$ cat src/rtl/wsdf_pkg.sv
// Shared types and constants for the websocket frame deframer.
// No dependencies; imported by websocket_frame_deframer.
package wsdf_pkg;

  localparam int unsigned ByteW    = 8;
  localparam int unsigned LenW     = 64;
  localparam int unsigned KeyW     = 32;
  localparam int unsigned HdrCntW  = 4;

  localparam logic [ByteW-1:0]   MaskBit   = 8'h80;
  localparam logic [ByteW-1:0]   Len7Mask  = 8'h7F;
  localparam logic [6:0]         Len16Code = 7'd126;
  localparam logic [6:0]         Len64Code = 7'd127;
  localparam logic [HdrCntW-1:0] Ext16Cnt  = 4'd2;
  localparam logic [HdrCntW-1:0] Ext64Cnt  = 4'd8;
  localparam logic [HdrCntW-1:0] KeyCnt    = 4'd4;

  typedef struct packed {
    logic [ByteW-1:0] rx_byte;
    logic             chunk_end;
  } in_word_t;

  typedef struct packed {
    logic [ByteW-1:0] payload_byte;
    logic             byte_valid;
    logic             frame_end;
    logic             status;
  } out_word_t;

endpackage

$ cat src/rtl/websocket_frame_deframer.sv
// Websocket frame deframer: header decode, length count, payload unmasking.
// Depends on wsdf_pkg for the word types and header constants.
//
// Usage:
//   Input channel (in_valid_i / in_ready_o / in_word_i) carries one received
//   byte per word plus a chunk_end flag on the last byte of a receive chunk.
//   Every chunk starts a new frame. The first header byte is skipped, the
//   second gives the mask bit and 7-bit length, then an optional 16- or 64-bit
//   big-endian extended length and an optional 4-byte masking key follow.
//   Output channel (out_valid_o / out_ready_i / out_word_o) carries zero or
//   one word per input byte: an unmasked payload byte, an empty-frame marker
//   (frame_end with no byte), or a short-frame status when the chunk ends
//   before the frame is complete. Bytes after a complete frame give nothing.
//   Results are registered: the output register takes one when its byte is
//   accepted, or the skid entry does if the output is held. Throughput: one
//   byte per cycle while the skid entry is empty, set by the combinational
//   header and length update between parser state and output registers.
//   Stall: an output register plus one skid entry decouple the sides;
//   in_ready_o drops only while the skid entry is occupied.
//   Reset: parser returns to expecting the first header byte, both output
//   entries empty.
module websocket_frame_deframer
  import wsdf_pkg::*;
(
  input  logic      clk_i,
  input  logic      rst_ni,
  input  logic      in_valid_i,
  output logic      in_ready_o,
  input  in_word_t  in_word_i,
  output logic      out_valid_o,
  input  logic      out_ready_i,
  output out_word_t out_word_o
);

  localparam logic [2:0] PhHdr0    = 3'd0;
  localparam logic [2:0] PhHdr1    = 3'd1;
  localparam logic [2:0] PhExtLen  = 3'd2;
  localparam logic [2:0] PhKey     = 3'd3;
  localparam logic [2:0] PhPayload = 3'd4;
  localparam logic [2:0] PhDrain   = 3'd5;

  // parser state
  logic [2:0]         phase_q, phase_d;
  logic [HdrCntW-1:0] hdr_cnt_q, hdr_cnt_d;
  logic [LenW-1:0]    left_q, left_d;
  logic [KeyW-1:0]    key_q, key_d;
  logic [1:0]         pos_q, pos_d;
  logic               masked_q, masked_d;

  // output register and skid entry
  logic      out_vld_q, skid_vld_q;
  out_word_t out_q, skid_q;

  logic      in_fire, out_fire;
  logic      res_vld;
  out_word_t res;

  logic [6:0]       len7;
  logic [ByteW-1:0] key_byte;
  logic             done;

  assign in_ready_o = !skid_vld_q;
  assign in_fire    = in_valid_i && in_ready_o;
  assign out_fire   = out_vld_q && out_ready_i;

  assign len7     = 7'(in_word_i.rx_byte & Len7Mask);
  // key byte (pos mod 4), first key byte sits in the top byte
  assign key_byte = masked_q ? key_q[{~pos_q, 3'b000} +: ByteW] : '0;

  // Decode one byte: next parser state and an optional result word.
  always_comb begin
    phase_d  = phase_q;
    hdr_cnt_d = hdr_cnt_q;
    left_d   = left_q;
    key_d    = key_q;
    pos_d    = pos_q;
    masked_d = masked_q;
    done     = 1'b0;
    res_vld  = 1'b0;
    res      = '0;

    unique case (phase_q)
      PhHdr0: begin
        phase_d = PhHdr1;
      end
      PhHdr1: begin
        masked_d = (in_word_i.rx_byte & MaskBit) != '0;
        key_d    = '0;
        pos_d    = '0;
        left_d   = '0;
        priority if (len7 == Len16Code) begin
          hdr_cnt_d = Ext16Cnt;
          phase_d   = PhExtLen;
        end else if (len7 == Len64Code) begin
          hdr_cnt_d = Ext64Cnt;
          phase_d   = PhExtLen;
        end else begin
          left_d = LenW'(len7);
          if (masked_d) begin
            hdr_cnt_d = KeyCnt;
            phase_d   = PhKey;
          end else if (len7 == '0) begin
            phase_d = PhDrain;
            done    = 1'b1;
          end else begin
            phase_d = PhPayload;
          end
        end
      end
      PhExtLen: begin
        left_d    = {left_q[LenW-ByteW-1:0], in_word_i.rx_byte};
        hdr_cnt_d = hdr_cnt_q - 1'b1;
        if (hdr_cnt_d == '0) begin
          if (masked_q) begin
            hdr_cnt_d = KeyCnt;
            phase_d   = PhKey;
          end else if (left_d == '0) begin
            phase_d = PhDrain;
            done    = 1'b1;
          end else begin
            phase_d = PhPayload;
          end
        end
      end
      PhKey: begin
        key_d     = {key_q[KeyW-ByteW-1:0], in_word_i.rx_byte};
        hdr_cnt_d = hdr_cnt_q - 1'b1;
        if (hdr_cnt_d == '0) begin
          if (left_q == '0) begin
            phase_d = PhDrain;
            done    = 1'b1;
          end else begin
            phase_d = PhPayload;
          end
        end
      end
      PhPayload: begin
        pos_d                = pos_q + 1'b1;
        left_d               = left_q - 1'b1;
        res_vld              = 1'b1;
        res.payload_byte     = in_word_i.rx_byte ^ key_byte;
        res.byte_valid       = 1'b1;
        if (left_d == '0) begin
          phase_d       = PhDrain;
          res.frame_end = 1'b1;
        end else begin
          res.frame_end = in_word_i.chunk_end;
          res.status    = in_word_i.chunk_end;
        end
      end
      default: begin
        // drain: drop bytes until the chunk ends
      end
    endcase

    if (done) begin
      res_vld       = 1'b1;
      res.frame_end = 1'b1;
    end else if (in_word_i.chunk_end && !res_vld && phase_d != PhDrain) begin
      // chunk ended inside the header: report a short frame
      res_vld       = 1'b1;
      res.frame_end = 1'b1;
      res.status    = 1'b1;
    end

    if (in_word_i.chunk_end) begin
      phase_d   = PhHdr0;
      hdr_cnt_d = '0;
    end
  end

  always_ff @(posedge clk_i or negedge rst_ni) begin
    if (!rst_ni) begin
      phase_q  <= PhHdr0;
      hdr_cnt_q <= '0;
      left_q   <= '0;
      key_q    <= '0;
      pos_q    <= '0;
      masked_q <= 1'b0;
    end else if (in_fire) begin
      phase_q  <= phase_d;
      hdr_cnt_q <= hdr_cnt_d;
      left_q   <= left_d;
      key_q    <= key_d;
      pos_q    <= pos_d;
      masked_q <= masked_d;
    end
  end

  // Output register with one skid entry behind it.
  always_ff @(posedge clk_i or negedge rst_ni) begin
    if (!rst_ni) begin
      out_vld_q  <= 1'b0;
      skid_vld_q <= 1'b0;
    end else if (skid_vld_q) begin
      if (out_fire) begin
        out_vld_q  <= 1'b1;
        skid_vld_q <= 1'b0;
      end
    end else if (in_fire && res_vld) begin
      if (!out_vld_q || out_ready_i) begin
        out_vld_q <= 1'b1;
      end else begin
        skid_vld_q <= 1'b1;
      end
    end else if (out_fire) begin
      out_vld_q <= 1'b0;
    end
  end

  always_ff @(posedge clk_i) begin
    if (skid_vld_q) begin
      if (out_fire) begin
        out_q <= skid_q;
      end
    end else if (in_fire && res_vld) begin
      if (!out_vld_q || out_ready_i) begin
        out_q <= res;
      end else begin
        skid_q <= res;
      end
    end
  end

  assign out_valid_o = out_vld_q;
  assign out_word_o  = out_q;

`ifndef SYNTHESIS
  a_skid_needs_out: assert property (@(posedge clk_i) disable iff (!rst_ni)
    skid_vld_q |-> out_vld_q)
    else $error("skid entry held while output register empty");

  a_empty_word_ends: assert property (@(posedge clk_i) disable iff (!rst_ni)
    (out_vld_q && !out_q.byte_valid) |-> out_q.frame_end)
    else $error("word without payload byte does not end a frame");

  a_status_ends: assert property (@(posedge clk_i) disable iff (!rst_ni)
    (out_vld_q && out_q.status) |-> out_q.frame_end)
    else $error("short-frame status without frame end");

  a_chunk_restart: assert property (@(posedge clk_i) disable iff (!rst_ni)
    (in_fire && in_word_i.chunk_end) |=> (phase_q == PhHdr0))
    else $error("chunk end did not restart the parser");

  a_key_count: assert property (@(posedge clk_i) disable iff (!rst_ni)
    (phase_q == PhKey) |-> (hdr_cnt_q != '0 && hdr_cnt_q <= KeyCnt))
    else $error("key byte count out of range");
`endif

endmodule

$ cat config.mk
export PLATFORM = sky130hd
export DESIGN_NAME = websocket_frame_deframer
export DESIGN_NICKNAME = d
export VERILOG_FILES = /design/src/rtl/wsdf_pkg.sv /design/src/rtl/websocket_frame_deframer.sv
export SDC_FILE = /design/constraint.sdc
export NUM_CORES = 1
export LEC_CHECK = 0
export ABC_AREA = 1
export BUFFER_PORTS_ARGS = -buffer_cell sky130_fd_sc_hd__buf_2
export CAP_MARGIN = 10
export CELL_PAD_IN_SITES_DETAIL_PLACEMENT = 1
export CELL_PAD_IN_SITES_GLOBAL_PLACEMENT = 1
export CORE_MARGIN = 3
export CORE_UTILIZATION = 46
export CTS_CLUSTER_DIAMETER = 150
export DETAILED_ROUTE_END_ITERATION = 10
export PLACE_DENSITY = 0.9
export SYNTH_ARGS = -nofsm -noshare
export SYNTH_HDL_FRONTEND = slang
export SYNTH_SLANG_ARGS = --single-unit
$ cat constraint.sdc
create_clock -name clk_i -period 3.7 [get_ports clk_i]
set_input_delay 0.185 -clock clk_i [delete_from_list [all_inputs] [get_ports clk_i]]
set_output_delay 0.185 -clock clk_i [all_outputs]
set_load 0.02 [all_outputs]
==> impl_metrics.toml <==
[power_and_ir_drop]
clkPwrFrac = 0.210
ir_worst_vdd_mv = 0.473
powerDensity_mw_per_mm2 = 848
internal_power_mw = 4.16
power.total_mw = 8.13
total_leakage_power_nw = 4.31
switching_share = 0.488
seq_power_share = 0.339
switchingPower_mw = 3.97
power_frac_comb = 0.451

[detailed_routing]
viasPerCell = 5.90
routed_wirelength_um = 30200
drt_first_pass_iters = 5
vias = 8823
antenna_left = 0
drc = 0
drt_iter0_drc = 680
routedWlPerCell_um = 20.2

[critical_path]
worstSetupStartpoint = "left_q[0]$_DFFE_PN0P_"
critPathRequiredTime_ns = 3.87
crit_path_start_kind = "flip-flop"
crit_chain = "inv_1 > ha_1 > nand2_2 > nor2_8 > nand2_4 > nor2_4 > xor2_1 > nor2_1 > nand2_1 > nor2_1 > nand2_1 > nor2_1 > nand3_2 > nand2_1 > nand3_1 > nand2_2 > nand2_2 > nand2_4 > a21oi_4"
cp-end-kind = "flip-flop"
crit_fanout = 11
cp.buffers_inverters = 1
ff2ff_setup_slack_ns = 0.27
path_class = "reg2reg"
max_stage_delay_ns = 0.39
critPathTopFamily = "simple AND/OR/NAND/NOR gates"
cp_data_arrival_time_ns = 3.61
crit_slowest_cell = "dfrtp_1"
reg2reg_from = "left_q[0]$_DFFE_PN0P_"

[min_path]
worstHoldPathType = "in2reg"
min_from = "in_word_i[3]"

[yosys]
syn_nets = 1242
synthCells = 1225
synth.yosys.warnings = 0
post_synth_num_cell_types = 37
syn_area_per_cell_um2 = 6.93
ys_seq_area_frac = 0.396
syn-cell-area_mm2 = 0.00849
yosys_register_bits = 130

[placement]
hpwl_um = 21600
globalplace.congestion = 0.941
io_buffers = 25

[global_routing]
grt.total_usage = 0.305
grt-ovfl-total = 0
grt_pass1_wl_um = 48400
grt_max_degree = 107
antenna_found_initial = 0
first_global_vias = 9289

[floorplan]
rows = 49
core_region_area_mm2 = 0.0180
boundaryPins = 26
die_h_um = 142
die_area_mm2 = 0.0201
die_w_um = 142
start_util = 0.471

[timing]
final.period_utilization = 0.928
slew_viol_final = 0
finalHoldViolCount = 0
setup_viol_count_final = 0
fin_tns_setup_ns = 0
worst_pin_slew_ns = 0.976
finalClockSkew_ns = 0.0110
fin_crit_ns = 3.43
slew_headroom = 0.349
max_freq_mhz = 291

[cells_and_area]
final_cell_mix = "353 x nand2_1, 197 x nor2_1, 115 x inv_1"
final_common_cell = "nand2_1"
area_delta_synth_final_pct = 13.0
n_antenna_cell = 0
drive_above_1_share = 0.0963
fin_nets = 1271

[run_status]
outcome = "complete, no violations"

[clock_tree]
cts_made_buffers = 17
worstSkewPairLatency_ns = 0.43
cts_max_level = 4
clk_transition_reported_paths_ns = 0.07
post_cts.repair.setup_buffers = 0
clk_path_buf_depth = 2
clock_sinks = 130
cts_root_buffer = "clkbuf_16"
cts_tree = "built"

[run]
maxCapViolCount = 0
state kept, by name, summed over array words and instances, names as in the netlist:
name	cells
left_q	64
skid_vld_q	1
out_word_o	11
skid_q	11
hdr_cnt_q	4
masked_q	1
phase_q	3
pos_q	2
out_valid_o	1
key_q	32
power by group through the flow:
stage | logic, mW | registers (mW) | clock network (mW)
floorplan | 2.54 | 2.50 | 0
finish | 3.67 | 2.75 | 1.71
CTS | 3.62 | 2.73 | 1.72
detailed placement | 3.55 | 2.74 | 0
global placement | 3.39 | 2.70 | 0
global route | 4.09 | 2.82 | 1.78
worst min-delay path, delay by kind of cell:
kind | cells | cell delay (ns)
AO/OA/AOI/OAI | 1 | 0.05
buffers and inverters | 1 | 0.11
AND/OR/NAND/NOR | 1 | 0.06
final timing paths:
kind                                            end  cells after the start
setup / recovery           out_word_o[10]$_DFFE_PP_                     19
hold / removal                left_q[2]$_DFFE_PN0P_                      3
setup reg to reg           out_word_o[10]$_DFFE_PP_                     19
hold reg to reg               key_q[26]$_DFFE_PN0P_                      2
max in group asynchronous    left_q[52]$_DFFE_PN0P_                      3
min in group asynchronous     key_q[26]$_DFFE_PN0P_                      2
synthesized netlist by cell type, drive strengths merged:
library cell  instances  share of area
nand2               364           0.17
nor2                220           0.11
inv                 115          0.051
dfrtp               108           0.32
o21ai                85          0.051
a21oi                75          0.045
a22oi                49          0.043
nand3                40          0.026
clkbuf               35          0.015
o22ai                26          0.019
edfxtp               22          0.078
xor2                 21          0.022
nand3b               16          0.014
nand4                10         0.0074
and2                  5         0.0037
buf                   5         0.0024
nor3                  5         0.0029
o22a                  5         0.0052
ha                    4         0.0059
clkinv                3         0.0013
o211ai                3         0.0027
a221oi                2         0.0021
a31oi                 2         0.0015
xnor2                 2         0.0021
a2bb2oi               1         0.0010
o2111ai               1         0.0010
or2                   1        0.00074
stage by stage:
step,hold WS [ns],area [um^2],instances,util,setup WS [ns]
finish,0.0265,9590,1496,0.532,0.266
global route,0.0471,9590,1496,0.532,-0.0160
CTS,0.0222,9570,1496,0.531,0.0564
detailed placement,0.387,8980,1463,0.498,-0.0619
global placement,0.388,8980,1463,0.498,0.203
floorplan,-0.111,8490,1225,-,0.640
routing by layer:
| layer | track usage | share of wire | vias up |
|---|---|---|---|
| li1 | - | - | 4068 |
| met5 | 0 | 0 | - |
| met4 | 0.138 | 0.040 | 0 |
| met1 | 0.373 | 0.41 | 4419 |
| met2 | 0.536 | 0.50 | 267 |
| met3 | 0.0391 | 0.046 | 69 |
cell type report:
cell class	instances	area, um^2
Clock buffer	18	439
Clock inverter	14	144
Sequential cell	130	3360
Tap cell	229	287
Fill cell	2344	8440
Inverter	118	443
Multi-Input combinational cell	937	4570
Timing Repair Buffer	50	343
timing repair:
| item | 4_1_cts | 5_1_grt |
|---|---|---|
| hold endpoints to repair | 67 | 0 |
| gates resized for setup | 1 | 3 |
| cloned | 0 | 0 |
| hold buffers | 1 | 0 |
| endpoints found under the setup margin | 11 | 22 |
cells by family (layout without fill, tap and decap cells):
kind of cell / count (synthesis) / count (layout) / share of synthesized area
AND/OR/NAND/NOR: 661 / 661 / 0.333
XOR/XNOR: 23 / 23 / 0.0237
buffers and inverters: 158 / 200 / 0.0700
adder cells (fa/ha/maj): 4 / 4 / 0.00590
AO/OA/AOI/OAI: 249 / 249 / 0.171
flip-flops: 130 / 130 / 0.396
(Power assumes the default switching activity.)
